<file path="src/hdl/seir_pkg.sv">
// shared types, codes and constants of the screen edge input router
package seir_pkg;

  localparam int unsigned COORD_BITS_DEF = 16;
  localparam int unsigned SIZE_BITS      = 15;
  localparam int unsigned CFG_IDX_BITS   = 3;
  localparam int unsigned QUEUE_DEPTH    = 2;

  localparam logic [2:0] FN_MOVE     = 3'd0;
  localparam logic [2:0] FN_BUTTON   = 3'd1;
  localparam logic [2:0] FN_KEY_DOWN = 3'd2;
  localparam logic [2:0] FN_KEY_UP   = 3'd3;
  localparam logic [2:0] FN_WHEEL    = 3'd4;
  localparam logic [2:0] FN_LEAVE    = 3'd5;
  localparam logic [2:0] FN_FORCE    = 3'd6;

  localparam logic [CFG_IDX_BITS-1:0] REG_SERVER_W = 3'd0;
  localparam logic [CFG_IDX_BITS-1:0] REG_SERVER_H = 3'd1;
  localparam logic [CFG_IDX_BITS-1:0] REG_CLIENT_W = 3'd2;
  localparam logic [CFG_IDX_BITS-1:0] REG_CLIENT_H = 3'd3;
  localparam logic [CFG_IDX_BITS-1:0] REG_LAYOUT   = 3'd4;

  localparam logic [1:0] LAYOUT_RIGHT = 2'd0;
  localparam logic [1:0] LAYOUT_LEFT  = 2'd1;
  localparam logic [1:0] LAYOUT_ABOVE = 2'd2;
  localparam logic [1:0] LAYOUT_BELOW = 2'd3;

  typedef enum logic [2:0] {
    OP_NONE,
    OP_MOVE,
    OP_BUTTON,
    OP_KEY,
    OP_WHEEL,
    OP_LEAVE,
    OP_FORCE
  } op_e;

  typedef enum logic [1:0] {
    PUR_ENTRY,
    PUR_MOVE_X,
    PUR_MOVE_Y,
    PUR_RET
  } pur_e;

  typedef enum logic [2:0] {
    ST_IDLE,
    ST_MUL,
    ST_DIV_GO,
    ST_DIV_WAIT,
    ST_RET,
    ST_DONE
  } st_e;

  typedef struct packed {
    op_e  op;
    logic left_press;
  } cmd_t;

  typedef struct packed {
    logic [SIZE_BITS-1:0] sw;
    logic [SIZE_BITS-1:0] sh;
    logic [SIZE_BITS-1:0] cw;
    logic [SIZE_BITS-1:0] ch;
    logic [1:0]           layout;
  } cfg_t;

endpackage

</file>
<file path="src/hdl/seir_if.sv">
// handshake channel interfaces of the screen edge input router
interface seir_in_if #(parameter int unsigned COORD_BITS = seir_pkg::COORD_BITS_DEF);
  logic                         valid;
  logic                         ready;
  logic [2:0]                   func;
  logic signed [COORD_BITS-1:0] pos_x;
  logic signed [COORD_BITS-1:0] pos_y;
  logic [2:0]                   button_id;
  logic                         button_pressed;
  modport source (output valid, func, pos_x, pos_y, button_id, button_pressed, input ready);
  modport sink (input valid, func, pos_x, pos_y, button_id, button_pressed, output ready);
endinterface

interface seir_out_if #(parameter int unsigned COORD_BITS = seir_pkg::COORD_BITS_DEF);
  logic                         valid;
  logic                         ready;
  logic                         consumed;
  logic                         forward_valid;
  logic signed [COORD_BITS-1:0] out_x;
  logic signed [COORD_BITS-1:0] out_y;
  logic                         warp_valid;
  logic signed [COORD_BITS-1:0] warp_x;
  logic signed [COORD_BITS-1:0] warp_y;
  logic                         entered;
  logic                         remote_active;
  logic                         keyboard_remote;
  logic                         release_keys;
  logic                         release_buttons;
  modport source (output valid, consumed, forward_valid, out_x, out_y, warp_valid, warp_x,
                  warp_y, entered, remote_active, keyboard_remote, release_keys,
                  release_buttons, input ready);
  modport sink (input valid, consumed, forward_valid, out_x, out_y, warp_valid, warp_x,
                warp_y, entered, remote_active, keyboard_remote, release_keys,
                release_buttons, output ready);
endinterface

interface seir_cfg_if;
  logic                                  valid;
  logic                                  ready;
  logic [seir_pkg::CFG_IDX_BITS-1:0]     index;
  logic [seir_pkg::SIZE_BITS-1:0]        data;
  modport source (output valid, index, data, input ready);
  modport sink (input valid, index, data, output ready);
endinterface

</file>
<file path="src/hdl/seir_front.sv">
// front end: accepts input words, classifies them and queues commands
module seir_front #(
  parameter int unsigned COORD_BITS = seir_pkg::COORD_BITS_DEF
) (
  input  logic                         clk_i,
  input  logic                         rst_ni,
  seir_in_if.sink                      in_i,
  input  logic                         configured_i,
  output logic                         head_vld_o,
  output seir_pkg::cmd_t               head_o,
  output logic signed [COORD_BITS-1:0] head_x_o,
  output logic signed [COORD_BITS-1:0] head_y_o,
  input  logic                         pop_i
);

  localparam int unsigned QD = seir_pkg::QUEUE_DEPTH;
  localparam int unsigned PW = (QD > 1) ? $clog2(QD) : 1;
  localparam int unsigned NW = $clog2(QD + 1);

  seir_pkg::cmd_t              q_cmd [QD];
  logic signed [COORD_BITS-1:0] q_x  [QD];
  logic signed [COORD_BITS-1:0] q_y  [QD];
  logic [PW-1:0]               wr_q, rd_q;
  logic [NW-1:0]               cnt_q;
  seir_pkg::cmd_t              cls;
  logic                        push;

  always_comb begin
    cls.left_press = (in_i.button_id == 3'd0) && in_i.button_pressed;
    case (in_i.func)
      seir_pkg::FN_MOVE:     cls.op = configured_i ? seir_pkg::OP_MOVE : seir_pkg::OP_NONE;
      seir_pkg::FN_BUTTON:   cls.op = configured_i ? seir_pkg::OP_BUTTON : seir_pkg::OP_NONE;
      seir_pkg::FN_KEY_DOWN: cls.op = configured_i ? seir_pkg::OP_KEY : seir_pkg::OP_NONE;
      seir_pkg::FN_KEY_UP:   cls.op = configured_i ? seir_pkg::OP_KEY : seir_pkg::OP_NONE;
      seir_pkg::FN_WHEEL:    cls.op = configured_i ? seir_pkg::OP_WHEEL : seir_pkg::OP_NONE;
      seir_pkg::FN_LEAVE:    cls.op = seir_pkg::OP_LEAVE;
      seir_pkg::FN_FORCE:    cls.op = seir_pkg::OP_FORCE;
      default:               cls.op = seir_pkg::OP_NONE;
    endcase
  end

  assign in_i.ready = (cnt_q != NW'(QD));
  assign push       = in_i.valid && in_i.ready;
  assign head_vld_o = (cnt_q != '0);
  assign head_o     = q_cmd[rd_q];
  assign head_x_o   = q_x[rd_q];
  assign head_y_o   = q_y[rd_q];

  always_ff @(posedge clk_i) begin
    if (push) begin
      q_cmd[wr_q] <= cls;
      q_x[wr_q]   <= in_i.pos_x;
      q_y[wr_q]   <= in_i.pos_y;
    end
  end

  always_ff @(posedge clk_i or negedge rst_ni) begin
    if (!rst_ni) begin
      wr_q  <= '0;
      rd_q  <= '0;
      cnt_q <= '0;
    end else begin
      if (push) begin
        wr_q <= (wr_q == PW'(QD - 1)) ? '0 : wr_q + 1'b1;
      end
      if (pop_i) begin
        rd_q <= (rd_q == PW'(QD - 1)) ? '0 : rd_q + 1'b1;
      end
      if (push && !pop_i) begin
        cnt_q <= cnt_q + 1'b1;
      end else if (!push && pop_i) begin
        cnt_q <= cnt_q - 1'b1;
      end
    end
  end

endmodule

</file>
<file path="src/hdl/seir_div.sv">
// serial signed by unsigned divider, one quotient bit per cycle
module seir_div #(
  parameter int unsigned DW = seir_pkg::COORD_BITS_DEF + 17
) (
  input  logic                              clk_i,
  input  logic                              rst_ni,
  input  logic                              start_i,
  input  logic signed [DW-1:0]              dividend_i,
  input  logic [seir_pkg::SIZE_BITS-1:0]    divisor_i,
  output logic                              busy_o,
  output logic                              done_o,
  output logic signed [DW-1:0]              quo_o,
  output logic signed [seir_pkg::SIZE_BITS:0] rem_o
);

  localparam int unsigned SB   = seir_pkg::SIZE_BITS;
  localparam int unsigned CNTW = $clog2(DW + 1);

  logic [DW-1:0]   mag_q;
  logic [SB-1:0]   rem_q;
  logic [CNTW-1:0] cnt_q;
  logic            neg_q, busy_q, done_q;
  logic [SB:0]     trial, diff;
  logic            take;

  assign trial = {rem_q, mag_q[DW-1]};
  assign take  = (trial >= {1'b0, divisor_i});
  assign diff  = take ? trial - {1'b0, divisor_i} : trial;

  always_ff @(posedge clk_i or negedge rst_ni) begin
    if (!rst_ni) begin
      busy_q <= 1'b0;
      done_q <= 1'b0;
      cnt_q  <= '0;
    end else begin
      done_q <= 1'b0;
      if (start_i) begin
        busy_q <= 1'b1;
        cnt_q  <= CNTW'(DW);
      end else if (busy_q) begin
        cnt_q <= cnt_q - 1'b1;
        if (cnt_q == CNTW'(1)) begin
          busy_q <= 1'b0;
          done_q <= 1'b1;
        end
      end
    end
  end

  always_ff @(posedge clk_i) begin
    if (start_i) begin
      neg_q <= dividend_i[DW-1];
      mag_q <= dividend_i[DW-1] ? -dividend_i : dividend_i;
      rem_q <= '0;
    end else if (busy_q) begin
      mag_q <= {mag_q[DW-2:0], take};
      rem_q <= diff[SB-1:0];
    end
  end

  assign busy_o = busy_q;
  assign done_o = done_q;
  assign quo_o  = neg_q ? -$signed(mag_q) : $signed(mag_q);
  assign rem_o  = neg_q ? -$signed({1'b0, rem_q}) : $signed({1'b0, rem_q});

endmodule

</file>
<file path="src/hdl/seir_back.sv">
// back end: routing state, scaling sequencer and output register
module seir_back #(
  parameter int unsigned COORD_BITS = seir_pkg::COORD_BITS_DEF
) (
  input  logic                         clk_i,
  input  logic                         rst_ni,
  input  seir_pkg::cfg_t               cfg_i,
  input  logic                         clr_i,
  input  logic                         head_vld_i,
  input  seir_pkg::cmd_t               head_i,
  input  logic signed [COORD_BITS-1:0] head_x_i,
  input  logic signed [COORD_BITS-1:0] head_y_i,
  output logic                         pop_o,
  seir_out_if.source                   out_o
);

  localparam int unsigned W    = COORD_BITS;
  localparam int unsigned SB   = seir_pkg::SIZE_BITS;
  localparam int unsigned CURW = (W > 16) ? W : 16;
  localparam int unsigned MAW  = CURW + 1;
  localparam int unsigned DW   = CURW + 17;
  localparam int unsigned CMPW = CURW + 2;
  localparam logic signed [DW-1:0] QMAX = (DW'(1) << (W - 1)) - DW'(1);
  localparam logic signed [DW-1:0] QMIN = ~QMAX;

  seir_pkg::st_e  st_q, st_d;
  seir_pkg::pur_e pur_q, pur_d;
  logic                  remote_q, remote_d, keys_q, keys_d;
  logic signed [CURW-1:0] cur_x_q, cur_x_d, cur_y_q, cur_y_d;
  logic signed [SB:0]    rem_x_q, rem_x_d, rem_y_q, rem_y_d, add_q, add_d;
  logic signed [W-1:0]   py_q, py_d;
  logic signed [MAW-1:0] mul_a_q, mul_a_d;
  logic [SB-1:0]         mul_b_q, mul_b_d, dvs_q, dvs_d;
  logic signed [DW-1:0]  prod_q, prod_d;

  logic                res_cons_q, res_cons_d, res_fwd_q, res_fwd_d, res_wv_q, res_wv_d;
  logic                res_ent_q, res_ent_d, res_relk_q, res_relk_d, res_relb_q, res_relb_d;
  logic signed [W-1:0] res_ox_q, res_ox_d, res_oy_q, res_oy_d;
  logic signed [W-1:0] res_wx_q, res_wx_d, res_wy_q, res_wy_d;

  logic                o_vld_q, o_vld_d;
  logic                o_cons_q, o_fwd_q, o_wv_q, o_ent_q, o_rem_q, o_keys_q, o_relk_q, o_relb_q;
  logic signed [W-1:0] o_ox_q, o_oy_q, o_wx_q, o_wy_q;
  logic                load_out;

  logic                   div_start, div_busy, div_done;
  logic signed [DW-1:0]   div_quo;
  logic signed [SB:0]     div_rem;

  logic [SB-1:0]          half_sw, half_sh;
  logic signed [CMPW-1:0] hx_c, hy_c, swm1, shm1, cwm1, chm1, cx_c, newc_c;
  logic                   at_edge, back;
  logic signed [DW:0]     sum, hi_c, lim;
  logic signed [CURW-1:0] newc, cur_sel;
  logic [SB-1:0]          c_sel;
  logic signed [DW-1:0]   rhi, rlim;
  logic signed [W-1:0]    ret_v, ent_v;
  logic [SB-1:0]          r_c, r_s;
  logic signed [CURW-1:0] r_cur;

  seir_div #(.DW(DW)) u_div (
    .clk_i      (clk_i),
    .rst_ni     (rst_ni),
    .start_i    (div_start),
    .dividend_i (prod_q + DW'(add_q)),
    .divisor_i  (dvs_q),
    .busy_o     (div_busy),
    .done_o     (div_done),
    .quo_o      (div_quo),
    .rem_o      (div_rem)
  );

  assign div_start = (st_q == seir_pkg::ST_DIV_GO);
  assign half_sw   = {1'b0, cfg_i.sw[SB-1:1]};
  assign half_sh   = {1'b0, cfg_i.sh[SB-1:1]};

  // edge tests and clamps
  always_comb begin
    hx_c   = CMPW'(head_x_i);
    hy_c   = CMPW'(head_y_i);
    swm1   = $signed(CMPW'(cfg_i.sw)) - CMPW'(1);
    shm1   = $signed(CMPW'(cfg_i.sh)) - CMPW'(1);
    cwm1   = $signed(CMPW'(cfg_i.cw)) - CMPW'(1);
    chm1   = $signed(CMPW'(cfg_i.ch)) - CMPW'(1);
    case (cfg_i.layout)
      seir_pkg::LAYOUT_RIGHT: at_edge = (hx_c >= swm1);
      seir_pkg::LAYOUT_LEFT:  at_edge = (hx_c <= 0);
      seir_pkg::LAYOUT_ABOVE: at_edge = (hy_c <= 0);
      default:                at_edge = (hy_c >= shm1);
    endcase

    cur_sel = (pur_q == seir_pkg::PUR_MOVE_X) ? cur_x_q : cur_y_q;
    c_sel   = (pur_q == seir_pkg::PUR_MOVE_X) ? cfg_i.cw : cfg_i.ch;
    sum     = (DW + 1)'(cur_sel) + (DW + 1)'(div_quo);
    hi_c    = $signed((DW + 1)'(c_sel)) - (DW + 1)'(1);
    lim     = (sum > hi_c) ? hi_c : sum;
    newc    = (lim < 0) ? '0 : CURW'(lim);

    cx_c    = CMPW'(cur_x_q);
    newc_c  = CMPW'(newc);
    case (cfg_i.layout)
      seir_pkg::LAYOUT_RIGHT: back = (cx_c <= 0);
      seir_pkg::LAYOUT_LEFT:  back = (cx_c >= cwm1);
      seir_pkg::LAYOUT_ABOVE: back = (newc_c >= chm1);
      default:                back = (newc_c <= 0);
    endcase

    rhi   = $signed(DW'(mul_b_q)) - DW'(1);
    rlim  = (div_quo > rhi) ? rhi : div_quo;
    ret_v = (rlim < 0) ? '0 : W'(rlim);

    if (div_quo > QMAX) begin
      ent_v = W'(QMAX);
    end else if (div_quo < QMIN) begin
      ent_v = W'(QMIN);
    end else begin
      ent_v = W'(div_quo);
    end

    if (cfg_i.layout == seir_pkg::LAYOUT_RIGHT || cfg_i.layout == seir_pkg::LAYOUT_LEFT) begin
      r_c   = cfg_i.ch;
      r_s   = cfg_i.sh;
      r_cur = cur_y_q;
    end else begin
      r_c   = cfg_i.cw;
      r_s   = cfg_i.sw;
      r_cur = cur_x_q;
    end
  end

  always_comb begin
    st_d       = st_q;
    pur_d      = pur_q;
    remote_d   = remote_q;
    keys_d     = keys_q;
    cur_x_d    = cur_x_q;
    cur_y_d    = cur_y_q;
    rem_x_d    = rem_x_q;
    rem_y_d    = rem_y_q;
    add_d      = add_q;
    py_d       = py_q;
    mul_a_d    = mul_a_q;
    mul_b_d    = mul_b_q;
    dvs_d      = dvs_q;
    prod_d     = prod_q;
    res_cons_d = res_cons_q;
    res_fwd_d  = res_fwd_q;
    res_ox_d   = res_ox_q;
    res_oy_d   = res_oy_q;
    res_wv_d   = res_wv_q;
    res_wx_d   = res_wx_q;
    res_wy_d   = res_wy_q;
    res_ent_d  = res_ent_q;
    res_relk_d = res_relk_q;
    res_relb_d = res_relb_q;
    pop_o      = 1'b0;
    load_out   = 1'b0;
    o_vld_d    = o_vld_q && !out_o.ready;

    case (st_q)
      seir_pkg::ST_IDLE: begin
        if (head_vld_i) begin
          pop_o      = 1'b1;
          py_d       = head_y_i;
          res_cons_d = 1'b0;
          res_fwd_d  = 1'b0;
          res_ox_d   = '0;
          res_oy_d   = '0;
          res_wv_d   = 1'b0;
          res_wx_d   = '0;
          res_wy_d   = '0;
          res_ent_d  = 1'b0;
          res_relk_d = 1'b0;
          res_relb_d = 1'b0;
          st_d       = seir_pkg::ST_DONE;
          case (head_i.op)
            seir_pkg::OP_MOVE: begin
              add_d = '0;
              if (remote_q) begin
                mul_a_d = MAW'(head_x_i) - $signed(MAW'(half_sw));
                mul_b_d = cfg_i.cw;
                dvs_d   = cfg_i.sw;
                add_d   = rem_x_q;
                pur_d   = seir_pkg::PUR_MOVE_X;
                st_d    = seir_pkg::ST_MUL;
              end else if (at_edge) begin
                if (cfg_i.layout == seir_pkg::LAYOUT_RIGHT ||
                    cfg_i.layout == seir_pkg::LAYOUT_LEFT) begin
                  mul_a_d = MAW'(head_y_i);
                  mul_b_d = cfg_i.ch;
                  dvs_d   = cfg_i.sh;
                end else begin
                  mul_a_d = MAW'(head_x_i);
                  mul_b_d = cfg_i.cw;
                  dvs_d   = cfg_i.sw;
                end
                pur_d = seir_pkg::PUR_ENTRY;
                st_d  = seir_pkg::ST_MUL;
              end
            end
            seir_pkg::OP_BUTTON: begin
              if (remote_q) begin
                keys_d     = keys_q | head_i.left_press;
                res_cons_d = 1'b1;
                res_fwd_d  = 1'b1;
                res_ox_d   = W'(cur_x_q);
                res_oy_d   = W'(cur_y_q);
              end
            end
            seir_pkg::OP_KEY: begin
              res_cons_d = remote_q && keys_q;
              res_fwd_d  = remote_q && keys_q;
            end
            seir_pkg::OP_WHEEL: begin
              res_cons_d = remote_q;
              res_fwd_d  = remote_q;
            end
            seir_pkg::OP_LEAVE: begin
              if (remote_q) begin
                st_d = seir_pkg::ST_RET;
              end
            end
            seir_pkg::OP_FORCE: begin
              keys_d = 1'b0;
              if (remote_q) begin
                remote_d   = 1'b0;
                res_relk_d = 1'b1;
              end
            end
            default: begin
              st_d = seir_pkg::ST_DONE;
            end
          endcase
        end
      end

      seir_pkg::ST_MUL: begin
        prod_d = mul_a_q * $signed({1'b0, mul_b_q});
        st_d   = seir_pkg::ST_DIV_GO;
      end

      seir_pkg::ST_DIV_GO: begin
        st_d = seir_pkg::ST_DIV_WAIT;
      end

      seir_pkg::ST_DIV_WAIT: begin
        if (div_done) begin
          case (pur_q)
            seir_pkg::PUR_ENTRY: begin
              remote_d = 1'b1;
              keys_d   = 1'b0;
              rem_x_d  = '0;
              rem_y_d  = '0;
              case (cfg_i.layout)
                seir_pkg::LAYOUT_RIGHT: begin
                  cur_x_d = '0;
                  cur_y_d = CURW'(ent_v);
                end
                seir_pkg::LAYOUT_LEFT: begin
                  cur_x_d = CURW'(cwm1);
                  cur_y_d = CURW'(ent_v);
                end
                seir_pkg::LAYOUT_ABOVE: begin
                  cur_x_d = CURW'(ent_v);
                  cur_y_d = CURW'(chm1);
                end
                default: begin
                  cur_x_d = CURW'(ent_v);
                  cur_y_d = '0;
                end
              endcase
              res_cons_d = 1'b1;
              res_ox_d   = W'(cur_x_d);
              res_oy_d   = W'(cur_y_d);
              res_wv_d   = 1'b1;
              res_wx_d   = W'(half_sw);
              res_wy_d   = W'(half_sh);
              res_ent_d  = 1'b1;
              res_relk_d = 1'b1;
              res_relb_d = 1'b1;
              st_d       = seir_pkg::ST_DONE;
            end
            seir_pkg::PUR_MOVE_X: begin
              cur_x_d = newc;
              rem_x_d = div_rem;
              mul_a_d = MAW'(py_q) - $signed(MAW'(half_sh));
              mul_b_d = cfg_i.ch;
              dvs_d   = cfg_i.sh;
              add_d   = rem_y_q;
              pur_d   = seir_pkg::PUR_MOVE_Y;
              st_d    = seir_pkg::ST_MUL;
            end
            seir_pkg::PUR_MOVE_Y: begin
              cur_y_d    = newc;
              rem_y_d    = div_rem;
              res_cons_d = 1'b1;
              if (back) begin
                st_d = seir_pkg::ST_RET;
              end else begin
                res_wv_d  = 1'b1;
                res_wx_d  = W'(half_sw);
                res_wy_d  = W'(half_sh);
                res_fwd_d = 1'b1;
                res_ox_d  = W'(cur_x_q);
                res_oy_d  = W'(newc);
                st_d      = seir_pkg::ST_DONE;
              end
            end
            default: begin
              if (cfg_i.layout == seir_pkg::LAYOUT_RIGHT ||
                  cfg_i.layout == seir_pkg::LAYOUT_LEFT) begin
                res_wy_d = ret_v;
              end else begin
                res_wx_d = ret_v;
              end
              st_d = seir_pkg::ST_DONE;
            end
          endcase
        end
      end

      seir_pkg::ST_RET: begin
        remote_d   = 1'b0;
        keys_d     = 1'b0;
        res_wv_d   = 1'b1;
        res_relk_d = 1'b1;
        case (cfg_i.layout)
          seir_pkg::LAYOUT_RIGHT: res_wx_d = W'(cfg_i.sw) - W'(2);
          seir_pkg::LAYOUT_LEFT:  res_wx_d = W'(1);
          seir_pkg::LAYOUT_ABOVE: res_wy_d = W'(1);
          default:                res_wy_d = W'(cfg_i.sh) - W'(2);
        endcase
        if (r_c == '0) begin
          if (cfg_i.layout == seir_pkg::LAYOUT_RIGHT || cfg_i.layout == seir_pkg::LAYOUT_LEFT) begin
            res_wy_d = W'(r_s >> 1);
          end else begin
            res_wx_d = W'(r_s >> 1);
          end
          st_d = seir_pkg::ST_DONE;
        end else begin
          mul_a_d = MAW'(r_cur);
          mul_b_d = r_s;
          dvs_d   = r_c;
          add_d   = '0;
          pur_d   = seir_pkg::PUR_RET;
          st_d    = seir_pkg::ST_MUL;
        end
      end

      seir_pkg::ST_DONE: begin
        if (!o_vld_q || out_o.ready) begin
          load_out = 1'b1;
          o_vld_d  = 1'b1;
          st_d     = seir_pkg::ST_IDLE;
        end
      end

      default: begin
        st_d = seir_pkg::ST_IDLE;
      end
    endcase

    // layout change drops routing
    if (clr_i) begin
      remote_d = 1'b0;
      keys_d   = 1'b0;
      cur_x_d  = '1;
      cur_y_d  = '1;
      rem_x_d  = '0;
      rem_y_d  = '0;
    end
  end

  always_ff @(posedge clk_i or negedge rst_ni) begin
    if (!rst_ni) begin
      st_q     <= seir_pkg::ST_IDLE;
      remote_q <= 1'b0;
      keys_q   <= 1'b0;
      cur_x_q  <= '1;
      cur_y_q  <= '1;
      rem_x_q  <= '0;
      rem_y_q  <= '0;
      o_vld_q  <= 1'b0;
    end else begin
      st_q     <= st_d;
      remote_q <= remote_d;
      keys_q   <= keys_d;
      cur_x_q  <= cur_x_d;
      cur_y_q  <= cur_y_d;
      rem_x_q  <= rem_x_d;
      rem_y_q  <= rem_y_d;
      o_vld_q  <= o_vld_d;
    end
  end

  always_ff @(posedge clk_i) begin
    pur_q      <= pur_d;
    add_q      <= add_d;
    py_q       <= py_d;
    mul_a_q    <= mul_a_d;
    mul_b_q    <= mul_b_d;
    dvs_q      <= dvs_d;
    prod_q     <= prod_d;
    res_cons_q <= res_cons_d;
    res_fwd_q  <= res_fwd_d;
    res_ox_q   <= res_ox_d;
    res_oy_q   <= res_oy_d;
    res_wv_q   <= res_wv_d;
    res_wx_q   <= res_wx_d;
    res_wy_q   <= res_wy_d;
    res_ent_q  <= res_ent_d;
    res_relk_q <= res_relk_d;
    res_relb_q <= res_relb_d;
    if (load_out) begin
      o_cons_q <= res_cons_q;
      o_fwd_q  <= res_fwd_q;
      o_ox_q   <= res_ox_q;
      o_oy_q   <= res_oy_q;
      o_wv_q   <= res_wv_q;
      o_wx_q   <= res_wx_q;
      o_wy_q   <= res_wy_q;
      o_ent_q  <= res_ent_q;
      o_rem_q  <= remote_q;
      o_keys_q <= keys_q;
      o_relk_q <= res_relk_q;
      o_relb_q <= res_relb_q;
    end
  end

  assign out_o.valid           = o_vld_q;
  assign out_o.consumed        = o_cons_q;
  assign out_o.forward_valid   = o_fwd_q;
  assign out_o.out_x           = o_ox_q;
  assign out_o.out_y           = o_oy_q;
  assign out_o.warp_valid      = o_wv_q;
  assign out_o.warp_x          = o_wx_q;
  assign out_o.warp_y          = o_wy_q;
  assign out_o.entered         = o_ent_q;
  assign out_o.remote_active   = o_rem_q;
  assign out_o.keyboard_remote = o_keys_q;
  assign out_o.release_keys    = o_relk_q;
  assign out_o.release_buttons = o_relb_q;

  a_div_free: assert property (@(posedge clk_i) disable iff (!rst_ni)
    div_start |-> !div_busy)
    else $error("divider started while busy");

  a_keys_in_remote: assert property (@(posedge clk_i) disable iff (!rst_ni)
    keys_q |-> remote_q)
    else $error("keyboard routed remote while pointer is local");

  a_clr_local: assert property (@(posedge clk_i) disable iff (!rst_ni)
    clr_i |=> (!remote_q && !keys_q))
    else $error("layout change did not drop routing");

  a_enter_word: assert property (@(posedge clk_i) disable iff (!rst_ni)
    (o_vld_q && o_ent_q) |-> (o_cons_q && o_rem_q && o_wv_q))
    else $error("entry word without consume, remote or warp");

endmodule

</file>
<file path="src/hdl/screen_edge_input_router_top.sv">
// top level of the screen edge input router
// Events enter through a two-word queue and are handled one at a time by a
// sequencer that shares one multiplier and one serial divider producing a
// quotient bit per cycle, so the cost of a word is set by the number of
// divisions it needs, each on a D-bit dividend with D = max(COORD_BITS, 16) + 17
// (33 by default): buttons, keys, wheel, leave without return and force local
// need no division, a crossing move one division, a remote move two, a remote
// move that hits the return edge three, and a cursor leave in remote mode one.
// The result register lets the next word start while a result waits to be
// taken. Configuration writes are taken every cycle; a layout write that
// changes the layout drops routing to local mode.
module screen_edge_input_router_top #(
  parameter int unsigned COORD_BITS = seir_pkg::COORD_BITS_DEF
) (
  input  logic        clk_i,
  input  logic        rst_ni,
  seir_cfg_if.sink    cfg_i,
  seir_in_if.sink     in_i,
  seir_out_if.source  out_o
);

  seir_pkg::cfg_t               cfg_q;
  logic                         cfg_wr, clr;
  logic                         configured;
  logic                         head_vld, pop;
  seir_pkg::cmd_t               head;
  logic signed [COORD_BITS-1:0] head_x, head_y;

  assign cfg_i.ready = 1'b1;
  assign cfg_wr      = cfg_i.valid && cfg_i.ready;
  assign clr         = cfg_wr && (cfg_i.index == seir_pkg::REG_LAYOUT) &&
                       (cfg_i.data[1:0] != cfg_q.layout);
  assign configured  = (cfg_q.sw != '0) && (cfg_q.sh != '0) &&
                       (cfg_q.cw != '0) && (cfg_q.ch != '0);

  always_ff @(posedge clk_i or negedge rst_ni) begin
    if (!rst_ni) begin
      cfg_q <= '0;
    end else if (cfg_wr) begin
      case (cfg_i.index)
        seir_pkg::REG_SERVER_W: cfg_q.sw     <= cfg_i.data;
        seir_pkg::REG_SERVER_H: cfg_q.sh     <= cfg_i.data;
        seir_pkg::REG_CLIENT_W: cfg_q.cw     <= cfg_i.data;
        seir_pkg::REG_CLIENT_H: cfg_q.ch     <= cfg_i.data;
        seir_pkg::REG_LAYOUT:   cfg_q.layout <= cfg_i.data[1:0];
        default: begin
        end
      endcase
    end
  end

  seir_front #(.COORD_BITS(COORD_BITS)) u_front (
    .clk_i        (clk_i),
    .rst_ni       (rst_ni),
    .in_i         (in_i),
    .configured_i (configured),
    .head_vld_o   (head_vld),
    .head_o       (head),
    .head_x_o     (head_x),
    .head_y_o     (head_y),
    .pop_i        (pop)
  );

  seir_back #(.COORD_BITS(COORD_BITS)) u_back (
    .clk_i      (clk_i),
    .rst_ni     (rst_ni),
    .cfg_i      (cfg_q),
    .clr_i      (clr),
    .head_vld_i (head_vld),
    .head_i     (head),
    .head_x_i   (head_x),
    .head_y_i   (head_y),
    .pop_o      (pop),
    .out_o      (out_o)
  );

endmodule
</file>
<file path="src/flat_wrapper.sv">
// flat-port wrapper written by rule: the top's interface ports become plain ports
module screen_edge_input_router_top_flat 
#(
  parameter int unsigned COORD_BITS = seir_pkg::COORD_BITS_DEF
)
  (clk_i, rst_ni, cfg_i_valid, cfg_i_index, cfg_i_data, cfg_i_ready, in_i_valid, in_i_func, in_i_pos_x, in_i_pos_y, in_i_button_id, in_i_button_pressed, in_i_ready, out_o_valid, out_o_consumed, out_o_forward_valid, out_o_out_x, out_o_out_y, out_o_warp_valid, out_o_warp_x, out_o_warp_y, out_o_entered, out_o_remote_active, out_o_keyboard_remote, out_o_release_keys, out_o_release_buttons, out_o_ready);
  seir_cfg_if cfg_i_i ();
  seir_in_if #(.COORD_BITS(COORD_BITS)) in_i_i ();
  seir_out_if #(.COORD_BITS(COORD_BITS)) out_o_i ();
  input  logic clk_i;
  input  logic rst_ni;
  input wire logic [$bits(cfg_i_i.valid)-1:0] cfg_i_valid;
  input wire logic [$bits(cfg_i_i.index)-1:0] cfg_i_index;
  input wire logic [$bits(cfg_i_i.data)-1:0] cfg_i_data;
  output wire logic [$bits(cfg_i_i.ready)-1:0] cfg_i_ready;
  input wire logic [$bits(in_i_i.valid)-1:0] in_i_valid;
  input wire logic [$bits(in_i_i.func)-1:0] in_i_func;
  input wire logic [$bits(in_i_i.pos_x)-1:0] in_i_pos_x;
  input wire logic [$bits(in_i_i.pos_y)-1:0] in_i_pos_y;
  input wire logic [$bits(in_i_i.button_id)-1:0] in_i_button_id;
  input wire logic [$bits(in_i_i.button_pressed)-1:0] in_i_button_pressed;
  output wire logic [$bits(in_i_i.ready)-1:0] in_i_ready;
  output wire logic [$bits(out_o_i.valid)-1:0] out_o_valid;
  output wire logic [$bits(out_o_i.consumed)-1:0] out_o_consumed;
  output wire logic [$bits(out_o_i.forward_valid)-1:0] out_o_forward_valid;
  output wire logic [$bits(out_o_i.out_x)-1:0] out_o_out_x;
  output wire logic [$bits(out_o_i.out_y)-1:0] out_o_out_y;
  output wire logic [$bits(out_o_i.warp_valid)-1:0] out_o_warp_valid;
  output wire logic [$bits(out_o_i.warp_x)-1:0] out_o_warp_x;
  output wire logic [$bits(out_o_i.warp_y)-1:0] out_o_warp_y;
  output wire logic [$bits(out_o_i.entered)-1:0] out_o_entered;
  output wire logic [$bits(out_o_i.remote_active)-1:0] out_o_remote_active;
  output wire logic [$bits(out_o_i.keyboard_remote)-1:0] out_o_keyboard_remote;
  output wire logic [$bits(out_o_i.release_keys)-1:0] out_o_release_keys;
  output wire logic [$bits(out_o_i.release_buttons)-1:0] out_o_release_buttons;
  input wire logic [$bits(out_o_i.ready)-1:0] out_o_ready;
  assign cfg_i_i.valid = cfg_i_valid;
  assign cfg_i_i.index = cfg_i_index;
  assign cfg_i_i.data = cfg_i_data;
  assign cfg_i_ready = cfg_i_i.ready;
  assign in_i_i.valid = in_i_valid;
  assign in_i_i.func = in_i_func;
  assign in_i_i.pos_x = in_i_pos_x;
  assign in_i_i.pos_y = in_i_pos_y;
  assign in_i_i.button_id = in_i_button_id;
  assign in_i_i.button_pressed = in_i_button_pressed;
  assign in_i_ready = in_i_i.ready;
  assign out_o_valid = out_o_i.valid;
  assign out_o_consumed = out_o_i.consumed;
  assign out_o_forward_valid = out_o_i.forward_valid;
  assign out_o_out_x = out_o_i.out_x;
  assign out_o_out_y = out_o_i.out_y;
  assign out_o_warp_valid = out_o_i.warp_valid;
  assign out_o_warp_x = out_o_i.warp_x;
  assign out_o_warp_y = out_o_i.warp_y;
  assign out_o_entered = out_o_i.entered;
  assign out_o_remote_active = out_o_i.remote_active;
  assign out_o_keyboard_remote = out_o_i.keyboard_remote;
  assign out_o_release_keys = out_o_i.release_keys;
  assign out_o_release_buttons = out_o_i.release_buttons;
  assign out_o_i.ready = out_o_ready;
  screen_edge_input_router_top #(.COORD_BITS(COORD_BITS)) u_core (.clk_i(clk_i), .rst_ni(rst_ni), .cfg_i(cfg_i_i), .in_i(in_i_i), .out_o(out_o_i));
endmodule
</file>
<file path="config.mk">
export PLATFORM = sky130hd
export DESIGN_NAME = screen_edge_input_router_top_flat
export DESIGN_NICKNAME = d
export VERILOG_FILES = /design/src/hdl/seir_pkg.sv /design/src/hdl/seir_if.sv /design/src/hdl/seir_front.sv /design/src/hdl/seir_div.sv /design/src/hdl/seir_back.sv /design/src/hdl/screen_edge_input_router_top.sv /design/src/flat_wrapper.sv
export SDC_FILE = /design/constraint.sdc
export NUM_CORES = 2
export LEC_CHECK = 0
export ABC_AREA = 1
export BUFFER_PORTS_ARGS = -buffer_cell sky130_fd_sc_hd__buf_2
export CAP_MARGIN = 20
export CORE_ASPECT_RATIO = 1.1
export CORE_MARGIN = 3
export CORE_UTILIZATION = 59
export DETAILED_ROUTE_END_ITERATION = 12
export GPL_TIMING_DRIVEN = 0
export PLACE_DENSITY = 0.79
export SETUP_SLACK_MARGIN = 0.05
export SYNTH_ARGS = -nofsm -noshare
export SYNTH_HDL_FRONTEND = slang
export SYNTH_HIERARCHICAL = 1
export SYNTH_SLANG_ARGS = --single-unit
export TNS_END_PERCENT = 10
</file>
<file path="constraint.sdc">
create_clock -name clk_i -period 7.99 [get_ports clk_i]
set_input_delay 0.3995 -clock clk_i [delete_from_list [all_inputs] [get_ports clk_i]]
set_output_delay 0.3995 -clock clk_i [all_outputs]
set_load 0.01 [all_outputs]
</file>
==> impl_metrics.sql <==
INSERT INTO impl_metrics (metric_group, metric, value, unit) VALUES
('yosys', 'largest_family_of_logic_cells_by_synthesized_area', 'adder cells', ''),
('layout', 'area_growth_syn_to_layout', '13.7', '%'),
('layout', 'multiInputGateArea', '28400', 'sq um'),
('grt', 'grt_remaining_overflow', '0', ''),
('worst_setup_path', 'timing.critical_path.arrival', '8260', 'ps'),
('layout', 'nets', '6858', ''),
('timing', 'grt_setup_unrepaired', 'true', ''),
('worst_setup_path', 'timing.critical_path.required', '8340', 'ps'),
('timing', 'tns', '0', 'ps'),
('timing', 'fin_skew', '20.8', 'ps'),
('yosys', 'synth.yosys.seq_area_share', '0.314', ''),
('cts', 'clkSinkCount', '519', ''),
('grt', 'grt_pass1_vias', '42400', ''),
('floorplanning', 'die_area', '83000', 'sq um'),
('layout', 'nFillCells', '6432', ''),
('timing', 'finalHoldWorstSlack', '73.7', 'ps'),
('worst_hold_path', 'path_type_of_the_worst_min_delay_path', 'in -> reg', ''),
('layout', 'register_area', '14800', 'sq um'),
('grt', 'maximum_number_of_pins_on_one_net_before_global_route_repair', '85', ''),
('yosys', 'muxShareOfSynthArea', '0.0110', ''),
('timing', 'finalSetupViolations', '0', ''),
('worst_setup_path', 'timing.reg2reg.setup_slack', '70', 'ps'),
('yosys', 'yosysTopAreaCell', 'edfxtp_1', ''),
('yosys', 'number_of_enable_type_register_cells_in_the_synthesized_netlist', '360', ''),
('yosys', 'syn_nets', '6519', ''),
('cts', 'clockBufferDepth', '3', ''),
('yosys', 'yosys.cell_types.count', '76', ''),
('worst_setup_path', 'crit_path_start', 'u_core/u_back/u_div/mag_q[1]$_DFFE_PP_', ''),
('timing', 'fmax', '126', 'MHz'),
('route', 'via_per_inst', '6.08', ''),
('worst_setup_path', 'reg2reg_to', 'u_core/u_back/res_wx_q[8]$_DFFE_PP_', ''),
('timing', 'final-max-slew-violation-count', '0', ''),
('timing', 'slew_headroom', '0.124', ''),
('cts', 'cts_inserted_buffers', '57', ''),
('outcome', 'outcome', 'finished clean', ''),
('floorplanning', 'floorplan.core_area', '78200', 'sq um'),
('yosys', 'synth_top_cell_area_share', '0.230', ''),
('worst_setup_path', 'timing.critical_path.to_type', 'flop', ''),
('cts', 'cts.clk_slew.worst_paths', '70', 'ps'),
('grt', 'globalRouteTotalUtil', '0.418', ''),
('yosys', 'synth_compound_gate_area_share', '0.136', ''),
('yosys', 'yosys_warnings', '6', ''),
('yosys', 'ys_seq_elements', '519', ''),
('timing', 'tightest_slew', '1300', 'ps'),
('yosys', 'synth_fa_ha_area_frac', '0.204', ''),
('worst_setup_path', 'timing.critical_path.to', 'u_core/u_back/res_wx_q[8]$_DFFE_PP_', ''),
('route', 'drtPass1Iterations', '9', ''),
('worst_setup_path', 'critPathMaxFanout', '10', ''),
('timing', 'finalWorstPathRequiredPeriod', '7920', 'ps'),
('yosys', 'netlist_top_cells_area', 'edfxtp_1, fa_1, nand2_1', ''),
('worst_setup_path', 'r2r_start', 'u_core/u_back/u_div/mag_q[1]$_DFFE_PP_', ''),
('placement', 'detailedPlacementHpwl', '136', 'mm'),
('layout', 'mostFrequentLayoutCells', 'nand2_1, inv_1, nor2_1, edfxtp_1, o21ai_0', ''),
('placement', 'port_buffers', '135', ''),
('floorplanning', 'rows', '107', ''),
('route', 'antenna_left', '0', ''),
('grt', 'grt_first_pass_wirelength', '258', 'mm'),
('yosys', 'syn_avg_cell_area', '8.02', 'sq um'),
('worst_setup_path', 'cp_slowest_cell', 'edfxtp_1', ''),
('worst_setup_path', 'r2r_cells', '51', ''),
('flow_run', 'drv_cap', '0', ''),
('floorplanning', 'floorplan.die.height', '302', 'um'),
('timing', 'final-hold-violation-count', '0', ''),
('route', 'routed_wirelength', '178', 'mm'),
('cts', 'cts_tree', 'built', ''),
('layout', 'drive_above_1_share', '0.114', ''),
('yosys', 'main_flop_type_after_synthesis', 'edfxtp_1', ''),
('worst_setup_path', 'timing_worst_setup_path_type', 'reg -> reg', ''),
('yosys', 'synth_area_in_xor_xnor', '0.0457', ''),
('placement', 'routabilityCongestion', '1.09', ''),
('floorplanning', 'effective_utilization_at_floorplan', '0.600', '');
sequential cells by signal (all words and copies together) (netlist names), 17 cells and up:
signal / cells
u_core/cfg_q: 62
u_core/u_back/mul_a_q: 17
u_core/u_back/prod_q: 33
u_core/u_back/u_div/mag_q: 33
u_core/u_front/q_x: 32
u_core/u_front/q_y: 32
cell type report:
| type | instances | share of cell area |
|---|---|---|
| plain buffers | 210 | 0.0201 |
| well taps | 1035 | 0.0243 |
| multi-input cells | 4127 | 0.533 |
| repair buffers | 282 | 0.0390 |
| flip-flops and latches | 519 | 0.277 |
| inverters | 993 | 0.0700 |
| diodes | 4 | 0.000188 |
| clock buffers | 71 | 0.0297 |
| clock inverters | 37 | 0.00722 |
critical path: cells and delay by family, from the launching register on:
kind	cells	cell delay, ps
and+or+nand+nor	27	3110
adders and majority gates	3	790
xor gates and xnor gates	3	720
DFF	1	420
AOI/OAI and AO/OA	9	1430
buffers and inverters	9	1110
worst min-delay path by stage:
stage	start	end	cells past startpoint	slack, ps
after floorplan	rst_ni	u_core/cfg_q[0]$_DFFE_PN0P_	0	100
after global placement	u_core/u_back/res_oy_q[1]$_DFFE_PP_	u_core/u_back/out_o.out_y[1]$_DFFE_PP_	0	400
after detailed placement	u_core/u_back/res_oy_q[5]$_DFFE_PP_	u_core/u_back/out_o.out_y[5]$_DFFE_PP_	0	400
after CTS	in_i_button_id[0]	u_core/u_front/q_cmd[1][0]$_DFFE_PP_	2	30
after global routing	in_i_button_id[0]	u_core/u_front/q_cmd[1][0]$_DFFE_PP_	2	70
final	in_i_button_id[1]	u_core/u_front/q_cmd[1][0]$_DFFE_PP_	2	70
what timing repair did:
item | 4_1_cts | 5_1_grt
buffers inserted | 34 | 62
hold buffers | 33 | 0
gates resized for setup | 86 | 171
setup endpoints to repair | 67 | 67
endpoints found under the hold margin | 96 | 0
cloned | 1 | 2
pin swaps | 31 | 81
cell usage after synthesis (6+ instances only):
library cell and count:
a21boi_1 10, a21o_1 7, a21oi_1 339, a221oi_1 8, a22oi_1 14, a31oi_1 15, and2_1 7, buf_1 32
buf_2 23, buf_4 11, buf_6 12, clkbuf_1 131, clkinv_1 7, dfrtp_1 112, dfstp_2 32, dfxtp_1 15
edfxtp_1 360, fa_1 264, ha_1 342, inv_1 982, mux2_2 7, mux2_4 29, nand2_1 1266, nand2_2 10
nand3_1 247, nand3b_1 13, nand4_1 62, nor2_1 402, nor2_2 8, nor3_1 53, nor4_1 27, o211ai_1 46
o21a_1 17, o21ai_0 381, o21ai_1 91, o21ai_2 24, o21bai_1 10, o221ai_1 32, o22ai_1 77, o311ai_0 6
xnor2_1 67, xor2_1 178
layer usage:
metal	vias up	wire length (um)	global-route usage
met4	4	14400	0.270
met5	-	21	0
met2	2782	78200	0.643
met3	624	19200	0.0866
met1	20900	65800	0.538
li1	19900	-	-
cell families (layout without fill, tap and decap cells):
group           Yosys count  count (layout)
flops                   519             519
mux                      36              36
compound gates         1115            1115
other cells               1               5
xor+xnor                245             245
simple gates           2124            2124
fa+ha+maj               606             606
buf+inv                1205            1593
through the flow:
step	worst slack [ps]	cells	instance area (sq um)
after global routing	-282	7275	53300
after floorplan	125	5851	46900
final	73.8	7278	53300
after detailed placement	-1320	7036	49200
after CTS	53.2	7211	52200
after global placement	-2390	7021	48900
Power is not shown: default switching activity piles up to over one toggle a cycle in this logic, so the estimate is an artifact.
